**src/hw/rtl/asdu_pkg.sv**
```systemverilog
// ----------------------------------------------------------------------------
// asdu_pkg
// Shared types and constants for the attribute shadow dirty-update block.
// ----------------------------------------------------------------------------
package asdu_pkg;

    localparam int unsigned ADDR_W     = 14;
    localparam int unsigned BYTE_W     = 8;
    localparam int unsigned ENTRY_W    = 7;
    localparam int unsigned OFFS_W     = 6;
    localparam int unsigned DEPTH      = 128;
    localparam int unsigned CFG_IDX_W  = 1;

    localparam logic [ADDR_W-1:0] ATTR_OFFSET  = 14'h03c0;
    localparam logic [ADDR_W-1:0] TABLE_A_RST  = 14'd8192;
    localparam logic [ADDR_W-1:0] TABLE_B_RST  = 14'd11264;

    // operation codes
    localparam logic [1:0] OP_SET    = 2'd0;
    localparam logic [1:0] OP_ENABLE = 2'd1;
    localparam logic [1:0] OP_FLUSH  = 2'd2;
    localparam logic [1:0] OP_UPLOAD = 2'd3;

    // configuration register indexes
    localparam logic [CFG_IDX_W-1:0] CFG_TABLE_A = 1'b0;
    localparam logic [CFG_IDX_W-1:0] CFG_TABLE_B = 1'b1;

    typedef struct packed {
        logic [1:0] operation;
        logic [4:0] tile_x;
        logic [3:0] tile_y;
        logic [1:0] palette;
        logic       table_select;
    } t_in_item;

    typedef struct packed {
        logic [ADDR_W-1:0] write_address;
        logic [BYTE_W-1:0] write_data;
        logic              last;
    } t_out_item;

    typedef enum logic [1:0] {
        RD_INPUT,
        RD_DIRTY,
        RD_UPLOAD
    } t_rd_src;

    typedef enum logic [2:0] {
        ST_IDLE,
        ST_SET_WR,
        ST_EMIT_RD,
        ST_EMIT,
        ST_UP_RD,
        ST_UP_OUT
    } t_state;

    typedef struct packed {
        logic    cap_item;
        logic    rd_en;
        t_rd_src rd_src;
        logic    wr_en;
        logic    dirty_load;
        logic    cnt_clr;
        logic    cnt_inc;
        logic    out_load;
        logic    out_upload;
    } t_dp_cmd;

    typedef struct packed {
        logic idx_eq_dirty;
        logic cnt_last;
        logic out_free;
    } t_dp_stat;

endpackage

```
**src/hw/rtl/attribute_shadow_dirty_update.sv**
```systemverilog
// Steps: a set reads and then writes its byte, and when it evicts the old
//   dirty byte reads and sends that byte; enable ends on acceptance; flush
//   sends the dirty byte if any; upload reads and sends all 64 table bytes.
// Throughput: one item at a time; set and flush are bound by the 128-byte
//   shadow taking one read or write at a time, upload by one read per byte.
// Reset: synchronous, active low; per-entry valid bits clear the shadow
//   (no clearing pass), flags cleared, base registers to defaults.
// ----------------------------------------------------------------------------
// attribute_shadow_dirty_update
// Shadow of two attribute tables with single-byte dirty write-back and
// full-table upload to video memory.
// ----------------------------------------------------------------------------
module attribute_shadow_dirty_update (
    input  logic                             i_clk,
    input  logic                             i_rst_n,
    // input items
    input  logic                             i_in_valid,
    output logic                             o_in_ready,
    input  asdu_pkg::t_in_item               i_in,
    // result items (video memory writes)
    output logic                             o_out_valid,
    input  logic                             i_out_ready,
    output asdu_pkg::t_out_item              o_out,
    // configuration writes
    input  logic                             i_cfg_we,
    input  logic [asdu_pkg::CFG_IDX_W-1:0]   i_cfg_idx,
    input  logic [asdu_pkg::ADDR_W-1:0]      i_cfg_data
);

    asdu_pkg::t_dp_cmd  cmd;
    asdu_pkg::t_dp_stat stat;

    // Controller: one item at a time; the output register decouples the
    // result side, so an item is taken while a result still waits.
    asdu_ctrl u_ctrl (
        .i_clk      (i_clk),
        .i_rst_n    (i_rst_n),
        .i_in_valid (i_in_valid),
        .i_op       (i_in.operation),
        .o_in_ready (o_in_ready),
        .i_stat     (stat),
        .o_cmd      (cmd)
    );

    // Datapath: shadow memory (registered read), dirty index, upload
    // counter, base address registers and the output register.
    asdu_dp u_dp (
        .i_clk       (i_clk),
        .i_rst_n     (i_rst_n),
        .i_in        (i_in),
        .i_cmd       (cmd),
        .o_stat      (stat),
        .i_cfg_we    (i_cfg_we),
        .i_cfg_idx   (i_cfg_idx),
        .i_cfg_data  (i_cfg_data),
        .o_out_valid (o_out_valid),
        .i_out_ready (i_out_ready),
        .o_out       (o_out)
    );

endmodule

```
**src/hw/rtl/asdu_dp.sv**
```systemverilog
// ----------------------------------------------------------------------------
// asdu_dp
// Datapath: shadow memory, dirty index, upload counter, base registers and
// the output register.
// ----------------------------------------------------------------------------
module asdu_dp (
    input  logic                             i_clk,
    input  logic                             i_rst_n,
    input  asdu_pkg::t_in_item               i_in,
    input  asdu_pkg::t_dp_cmd                i_cmd,
    output asdu_pkg::t_dp_stat               o_stat,
    input  logic                             i_cfg_we,
    input  logic [asdu_pkg::CFG_IDX_W-1:0]   i_cfg_idx,
    input  logic [asdu_pkg::ADDR_W-1:0]      i_cfg_data,
    output logic                             o_out_valid,
    input  logic                             i_out_ready,
    output asdu_pkg::t_out_item              o_out
);

    logic [asdu_pkg::BYTE_W-1:0]  mem [asdu_pkg::DEPTH];
    logic [asdu_pkg::DEPTH-1:0]   r_vld_bits;

    logic [asdu_pkg::ADDR_W-1:0]  r_base_a;
    logic [asdu_pkg::ADDR_W-1:0]  r_base_b;
    logic [asdu_pkg::ENTRY_W-1:0] r_idx;
    logic [2:0]                   r_sh;
    logic [1:0]                   r_pal;
    logic                         r_sel;
    logic [asdu_pkg::ENTRY_W-1:0] r_dirty;
    logic [asdu_pkg::OFFS_W-1:0]  r_cnt;
    logic [asdu_pkg::BYTE_W-1:0]  r_rd_data;
    logic                         r_rd_vld;
    logic [asdu_pkg::ENTRY_W-1:0] r_rd_addr;
    logic                         r_out_valid;
    asdu_pkg::t_out_item          r_out;

    logic [asdu_pkg::ENTRY_W-1:0] in_idx;
    logic [asdu_pkg::ENTRY_W-1:0] rd_addr;
    logic [asdu_pkg::BYTE_W-1:0]  old_byte;
    logic [asdu_pkg::BYTE_W-1:0]  slot_mask;
    logic [asdu_pkg::BYTE_W-1:0]  new_byte;
    logic [asdu_pkg::ADDR_W-1:0]  out_base;
    logic [asdu_pkg::ADDR_W-1:0]  out_addr;
    logic                         out_free;

    // byte = {table, row, column}
    assign in_idx = {i_in.tile_x[4], i_in.tile_y[3:1], i_in.tile_x[3:1]};

    always_comb begin
        unique case (i_cmd.rd_src)
            asdu_pkg::RD_INPUT: begin
                rd_addr = (i_in.operation == asdu_pkg::OP_SET) ? in_idx : r_dirty;
            end
            asdu_pkg::RD_DIRTY:  rd_addr = r_dirty;
            asdu_pkg::RD_UPLOAD: rd_addr = {r_sel, r_cnt};
            default:             rd_addr = r_dirty;
        endcase
    end

    // unwritten entries read as zero
    assign old_byte  = r_rd_vld ? r_rd_data : '0;
    assign slot_mask = 8'h03 << r_sh;
    assign new_byte  = (old_byte & ~slot_mask) | ({6'b0, r_pal} << r_sh);

    assign out_base = r_rd_addr[asdu_pkg::ENTRY_W-1] ? r_base_b : r_base_a;
    assign out_addr = out_base + asdu_pkg::ATTR_OFFSET
                    + {{(asdu_pkg::ADDR_W-asdu_pkg::OFFS_W){1'b0}},
                       r_rd_addr[asdu_pkg::OFFS_W-1:0]};

    assign out_free = !r_out_valid || i_out_ready;

    always_ff @(posedge i_clk) begin
        if (i_cmd.wr_en) begin
            mem[r_idx] <= new_byte;
        end
        if (i_cmd.rd_en) begin
            r_rd_data <= mem[rd_addr];
        end
    end

    always_ff @(posedge i_clk) begin
        if (!i_rst_n) begin
            r_vld_bits  <= '0;
            r_base_a    <= asdu_pkg::TABLE_A_RST;
            r_base_b    <= asdu_pkg::TABLE_B_RST;
            r_dirty     <= '0;
            r_cnt       <= '0;
            r_out_valid <= 1'b0;
        end else begin
            if (i_cmd.wr_en) begin
                r_vld_bits[r_idx] <= 1'b1;
            end
            if (i_cfg_we) begin
                unique case (i_cfg_idx)
                    asdu_pkg::CFG_TABLE_A: r_base_a <= i_cfg_data;
                    asdu_pkg::CFG_TABLE_B: r_base_b <= i_cfg_data;
                    default: ;
                endcase
            end
            if (i_cmd.dirty_load) begin
                r_dirty <= r_idx;
            end
            if (i_cmd.cnt_clr) begin
                r_cnt <= '0;
            end else if (i_cmd.cnt_inc) begin
                r_cnt <= r_cnt + 1'b1;
            end
            if (i_cmd.out_load) begin
                r_out_valid <= 1'b1;
            end else if (i_out_ready) begin
                r_out_valid <= 1'b0;
            end
        end
    end

    always_ff @(posedge i_clk) begin
        if (i_cmd.cap_item) begin
            r_idx <= in_idx;
            r_sh  <= {i_in.tile_y[0], i_in.tile_x[0], 1'b0};
            r_pal <= i_in.palette;
            r_sel <= i_in.table_select;
        end
        if (i_cmd.rd_en) begin
            r_rd_vld  <= r_vld_bits[rd_addr];
            r_rd_addr <= rd_addr;
        end
        if (i_cmd.out_load) begin
            r_out.write_address <= out_addr;
            r_out.write_data    <= old_byte;
            r_out.last          <= i_cmd.out_upload ? (&r_cnt) : 1'b1;
        end
    end

    assign o_stat.idx_eq_dirty = (r_idx == r_dirty);
    assign o_stat.cnt_last     = &r_cnt;
    assign o_stat.out_free     = out_free;
    assign o_out_valid         = r_out_valid;
    assign o_out               = r_out;

endmodule

```
**src/hw/rtl/asdu_ctrl.sv**
```systemverilog
// ----------------------------------------------------------------------------
// asdu_ctrl
// Controller: sequences each item and holds the buffering and dirty flags.
// ----------------------------------------------------------------------------
module asdu_ctrl (
    input  logic                i_clk,
    input  logic                i_rst_n,
    input  logic                i_in_valid,
    input  logic [1:0]          i_op,
    output logic                o_in_ready,
    input  asdu_pkg::t_dp_stat  i_stat,
    output asdu_pkg::t_dp_cmd   o_cmd
);

    asdu_pkg::t_state r_state;
    asdu_pkg::t_state n_state;
    logic             r_buffering;
    logic             n_buffering;
    logic             r_dirty_vld;
    logic             n_dirty_vld;
    logic             accept;
    logic             set_marks;

    assign accept    = (r_state == asdu_pkg::ST_IDLE) && i_in_valid;
    // set touches a byte other than the dirty one while buffering
    assign set_marks = r_buffering && (!r_dirty_vld || !i_stat.idx_eq_dirty);

    always_comb begin
        n_state = r_state;
        unique case (r_state)
            asdu_pkg::ST_IDLE: begin
                if (i_in_valid) begin
                    unique case (i_op)
                        asdu_pkg::OP_SET:    n_state = asdu_pkg::ST_SET_WR;
                        asdu_pkg::OP_ENABLE: n_state = asdu_pkg::ST_IDLE;
                        asdu_pkg::OP_FLUSH: begin
                            n_state = r_dirty_vld ? asdu_pkg::ST_EMIT : asdu_pkg::ST_IDLE;
                        end
                        asdu_pkg::OP_UPLOAD: n_state = asdu_pkg::ST_UP_RD;
                        default:             n_state = asdu_pkg::ST_IDLE;
                    endcase
                end
            end
            asdu_pkg::ST_SET_WR: begin
                n_state = (set_marks && r_dirty_vld) ? asdu_pkg::ST_EMIT_RD
                                                     : asdu_pkg::ST_IDLE;
            end
            asdu_pkg::ST_EMIT_RD: n_state = asdu_pkg::ST_EMIT;
            asdu_pkg::ST_EMIT: begin
                if (i_stat.out_free) begin
                    n_state = asdu_pkg::ST_IDLE;
                end
            end
            asdu_pkg::ST_UP_RD: n_state = asdu_pkg::ST_UP_OUT;
            asdu_pkg::ST_UP_OUT: begin
                if (i_stat.out_free) begin
                    n_state = i_stat.cnt_last ? asdu_pkg::ST_IDLE : asdu_pkg::ST_UP_RD;
                end
            end
            default: n_state = asdu_pkg::ST_IDLE;
        endcase
    end

    always_comb begin
        o_cmd       = '0;
        o_cmd.rd_src = asdu_pkg::RD_INPUT;
        o_in_ready  = 1'b0;
        unique case (r_state)
            asdu_pkg::ST_IDLE: begin
                o_in_ready     = 1'b1;
                o_cmd.cap_item = i_in_valid;
                o_cmd.rd_en    = i_in_valid;
                o_cmd.cnt_clr  = i_in_valid;
            end
            asdu_pkg::ST_SET_WR: begin
                o_cmd.wr_en      = 1'b1;
                o_cmd.dirty_load = r_buffering && !r_dirty_vld;
            end
            asdu_pkg::ST_EMIT_RD: begin
                // old dirty byte is read before the index moves on
                o_cmd.rd_en      = 1'b1;
                o_cmd.rd_src     = asdu_pkg::RD_DIRTY;
                o_cmd.dirty_load = 1'b1;
            end
            asdu_pkg::ST_EMIT: begin
                o_cmd.out_load = i_stat.out_free;
            end
            asdu_pkg::ST_UP_RD: begin
                o_cmd.rd_en  = 1'b1;
                o_cmd.rd_src = asdu_pkg::RD_UPLOAD;
            end
            asdu_pkg::ST_UP_OUT: begin
                o_cmd.out_load   = i_stat.out_free;
                o_cmd.out_upload = 1'b1;
                o_cmd.cnt_inc    = i_stat.out_free;
            end
            default: ;
        endcase
    end

    always_comb begin
        n_buffering = r_buffering;
        n_dirty_vld = r_dirty_vld;
        if (accept && (i_op == asdu_pkg::OP_ENABLE)) begin
            n_buffering = 1'b1;
            n_dirty_vld = 1'b0;
        end else if (accept && (i_op == asdu_pkg::OP_FLUSH)) begin
            n_buffering = 1'b0;
        end else if ((r_state == asdu_pkg::ST_SET_WR) && set_marks) begin
            n_dirty_vld = 1'b1;
        end
    end

    always_ff @(posedge i_clk) begin
        if (!i_rst_n) begin
            r_state     <= asdu_pkg::ST_IDLE;
            r_buffering <= 1'b0;
            r_dirty_vld <= 1'b0;
        end else begin
            r_state     <= n_state;
            r_buffering <= n_buffering;
            r_dirty_vld <= n_dirty_vld;
        end
    end

endmodule

```
**config.mk**
```make
export PLATFORM = sky130hd
export DESIGN_NAME = attribute_shadow_dirty_update
export DESIGN_NICKNAME = d
export VERILOG_FILES = /design/src/hw/rtl/asdu_pkg.sv /design/src/hw/rtl/attribute_shadow_dirty_update.sv /design/src/hw/rtl/asdu_dp.sv /design/src/hw/rtl/asdu_ctrl.sv
export SDC_FILE = /design/constraint.sdc
export NUM_CORES = 1
export LEC_CHECK = 0
export ABC_AREA = 1
export BUFFER_PORTS_ARGS = -buffer_cell sky130_fd_sc_hd__buf_4
export CAP_MARGIN = 40
export CORE_AREA = 2 2 474 476
export CTS_BUF_LIST = sky130_fd_sc_hd__clkbuf_2
export CTS_CLUSTER_SIZE = 40
export DETAILED_ROUTE_END_ITERATION = 16
export DIE_AREA = 0 0 476 478
export PLACE_DENSITY = 0.42
export RECOVER_POWER = 25
export SLEW_MARGIN = 30
export SYNTH_ARGS = -nofsm -noshare
export SYNTH_HDL_FRONTEND = slang
export SYNTH_HIERARCHICAL = 1
export SYNTH_SLANG_ARGS = --single-unit
```
**constraint.sdc**
```tcl
create_clock -name i_clk -period 8.15 [get_ports i_clk]
set_input_delay 0.4075 -clock i_clk [delete_from_list [all_inputs] [get_ports i_clk]]
set_output_delay 0.4075 -clock i_clk [all_outputs]
set_load 0.02 [all_outputs]
```
==> summary.md <==
| Metric | Value |
|---|---|
| Run status | `complete, but fails checks` |
| Failing checks | `max-capacitance violations, max-slew violations` |
| GRT overflow | `0` |
| Port Buffers | `between 50 and 60` |
| Layout cells sized above 1 | `around 14%` |
| Total CTS buffers | `~360` |
| Fin crit share | `slightly below 70%` |
| CTS tree | `built` |
| Wire per inst | `around 20 µm` |
| Hold Path Stages | `7` |
| Post-route ant nets | `0` |
| Detailed Route WL | `around 180,000 µm` |
| Least-Margin Pin Slew | `3.70 ns` |
| CTS root buffer | `clkbuf_2` |
| Hold path endpoint | `u_ctrl/r_state[1]$_SDFFE_PN0P_` |
| FMAX | `0.178 GHz` |
| First-pass GRT wire length | `around 270,000 µm` |
| CP required | `approximately 9.5 ns` |
| Synth cell types | `41` |
| R2R Path Start | `u_dp/r_sh[2]$_DFFE_PP_` |
| Final GP Congestion | `about 0.80` |
| Max cap viols | `14` |
| Post-Synthesis Cells | `between 5,000 and 6,000` |
| Vias after detailed routing | `slightly above 40,000` |
| Vias in the first global route | `between 30,000 and 40,000` |
| Async SR Flop Fraction | `0%` |
| Die height | `478 µm` |
| CORE AREA | `roughly 220,000 µm²` |
| Met2 Routed Length | `around 85,000 µm` |
| Seq/Total Area, Yosys | `64.6%` |
| HPWL Detailed | `approximately 100,000 µm` |
| Max Used Layer | `met5` |
| Setup TNS | `0 ns` |
| Worst Setup Start Kind | `flip-flop` |
| Synth Area per Inst | `a little over 10 µm²` |
| Chip Width | `about 480 µm` |
| Clock transition at path regs | `~0.10 ns` |
| Unrepaired setup endpoints after global routing | `false` |
| Final setup viols | `0` |
| Flop-to-flop setup slack | `about 2.5 ns` |
| Post-synth EDFFs | `1,075` |
| R2r worst-path depth | `6` |
| Syn Nets | `roughly 5,500` |
| Synthesized area | `approximately 55,000 µm²` |
| Initial cell density of the core | `24.8%` |
| Global Route Usage Sum | `15.8%` |
| Register bit total from synthesis | `between 1,000 and 1,500` |
| Min-Delay Path Class | `in -> reg` |
| Min-Delay Startpoint | `i_in_valid` |
| Smallest hold slack | `between 0.2 and 0.3 ns` |
| Critical path type | `reg -> reg` |
| Detailed Routing Iterations Pass 1 | `6` |
| Slew Viols, Final | `515` |
| Largest net degree at the start of global routing | `between 150 and 200` |
| Worst-skew pair later-pin latency | `between 1.5 and 2 ns` |
| WL met1 | `83,300 µm` |
| Fin nets | `about 5,900` |
| Worst slew margin | `-147%` |
| Vias per cell | `~4.5` |
| DRC Markers | `0` |
| Max Buffers Root-to-Sink | `4` |
| RR Endpoint | `u_dp/mem[69][5]$_DFFE_PP_` |
| CP arrival | `roughly 7.0 ns` |
| Pwr Density | `between 200 and 250 nW/µm²` |
| Initial DRC count | `3,368` |
| Ys flop type | `edfxtp_1` |
| Num ports | `slightly below 60` |
| Synth Warn # | `6` |
| Minimum clock period | `around 5.6 ns` |
| Leakage dissipation | `between 20 and 30 nW` |
| CP max FO | `60` |
| Final Hold Vio Count | `0` |
| Clk sinks | `about 1,300` |
| Row count | `about 170` |
| Die area | `228,000 µm²` |
| # H-tree levels | `5` |
| CP endpoint kind | `flip-flop` |
| Initial antenna violation count | `8` |
| Clk_skew | `between 0.1 and 0.15 ns` |
| VDD IR max | `roughly 0.00012 V` |
| P&R area growth vs syn | `15.4%` |
| WL met3 | `between 10,000 and 15,000 µm` |
[cell families after synthesis]
logic type,count (synthesis),synth area share (%)
AND/OR/NAND/NOR,2998,25.8
flip-flops,1250,64.6
buffers and inverters,1086,8.12
AO/OA/AOI/OAI,90,0.915
XOR/XNOR,18,0.285
adder cells (fa/ha/maj),8,0.194
multiplexers,5,0.0904
[where the power goes]
group          switching [mW]  internal, mW
Clock                    2.74          1.87
Sequential             0.0317          7.23
Combinational            1.50         0.433
[layout make-up]
type | instances | area [µm²]
Clock inverter | 57 | 245
Fill cell | 23500 | 159000
Clock buffer | 576 | 2880
Timing Repair Buffer | 344 | 3080
Antenna cell | 4 | 10.0
Inverter | 753 | 2860
Multi-Input combinational cell | 3119 | 15300
Tap cell | 2992 | 3740
Sequential cell | 1250 | 35800
[layout by cell type (no fill, tap or decap), types with 5 or more instances in the layout]
cell,count
dfxtp_1,175
buf_16,5
o211ai_1,13
clkbuf_2,579
nor3_1,14
buf_12,13
inv_1,737
clkbuf_4,19
xor2_1,13
nand3_1,1141
xnor2_1,5
inv_2,8
edfxtp_1,1075
o22ai_4,5
ha_1,7
o21ai_0,42
buf_4,146
nor2_1,462
nand2_1,934
nor2_2,33
clkinv_1,52
a21oi_1,21
mux2i_1,5
clkbuf_1,25
nand3b_1,397
dlygate4sd3_1,127
[routing by layer]
| layer | track usage (%) | vias up |
|---|---|---|
| met2 | 24.9 | 1206 |
| met4 | 4.87 | 4 |
| met1 | 21.5 | 20000 |
| met3 | 3.41 | 285 |
| li1 | - | 19200 |
| met5 | 0 | - |
[registers in the layout (all words and copies together) (netlist names), 6 cells and up]
name	count
u_dp/r_vld_bits	128
u_dp/r_dirty	7
u_dp/r_idx	7
u_dp/mem	1024
u_dp/r_base_a	14
u_dp/r_base_b	14
u_dp/o_out	23
u_dp/r_rd_data	8
u_dp/r_rd_addr	7
u_dp/r_cnt	6
[worst max path at each step]
stage                                               from                          end  cells past startpoint
after global placement    u_ctrl/r_state[2]$_SDFFE_PN0P_  u_dp/r_rd_data[0]$_DFFE_PP_                     18
after CTS                 u_ctrl/r_state[2]$_SDFFE_PN0P_  u_dp/r_rd_data[4]$_DFFE_PP_                     19
after global routing              u_dp/r_sh[2]$_DFFE_PP_    u_dp/mem[70][5]$_DFFE_PP_                      6
after floorplan                   u_dp/r_sh[2]$_DFFE_PP_     u_dp/mem[0][4]$_DFFE_PP_                      4
after detailed placement  u_ctrl/r_state[2]$_SDFFE_PN0P_  u_dp/r_rd_data[0]$_DFFE_PP_                     19
final                             u_dp/r_sh[2]$_DFFE_PP_    u_dp/mem[69][5]$_DFFE_PP_                      6
[critical path, stage by stage, from the launching register on]
cell and delay (ns):
edfxtp_1 0.59, inv_1 0.31, nor2_1 0.13, o22ai_4 0.10, clkbuf_1 1.06, clkbuf_1 2.05
buf_4 0.88
[synthesized netlist by cell type, types with 13 or more instances]
cell	instances	share of area (%)
nand3_1	1143	10
edfxtp_1	1075	58
nand2_1	932	6.3
inv_1	736	5.0
nor2_1	493	3.3
nand3b_1	397	5.4
buf_2	221	2.0
dfxtp_1	175	6.3
clkbuf_1	66	0.45
o21ai_0	42	0.38
a21oi_1	21	0.19
buf_1	19	0.13
buf_4	18	0.24
nor3_1	14	0.13
o211ai_1	13	0.18
xor2_1	13	0.21
[per-stage QoR]
| step | power, mW | worst slack [ns] | utilization [%] | area [µm²] | instances |
|---|---|---|---|---|---|
| 5_1_grt | 14.5 | 2.19 | 28.6 | 63900 | 9095 |
| 4_1_cts | 14.0 | 2.83 | 28.6 | 63900 | 9063 |
| 3_5_place_dp | 9.31 | 2.85 | 26.6 | 59400 | 8302 |
| 6_report | 13.8 | 2.54 | 28.6 | 63900 | 9095 |
| 3_3_place_gp | 9.29 | 2.40 | 26.3 | 58700 | 8233 |
| 2_1_floorplan | 8.46 | 3.08 | - | 55400 | 5455 |
[what timing repair did]
item                      in CTS  in global routing
setup buffers                  0                  0
gates resized for setup        0                  0
hold endpoints to repair     233                  0
hold buffers                 128                  0
Note: power is estimated with default switching activity, not from simulation.
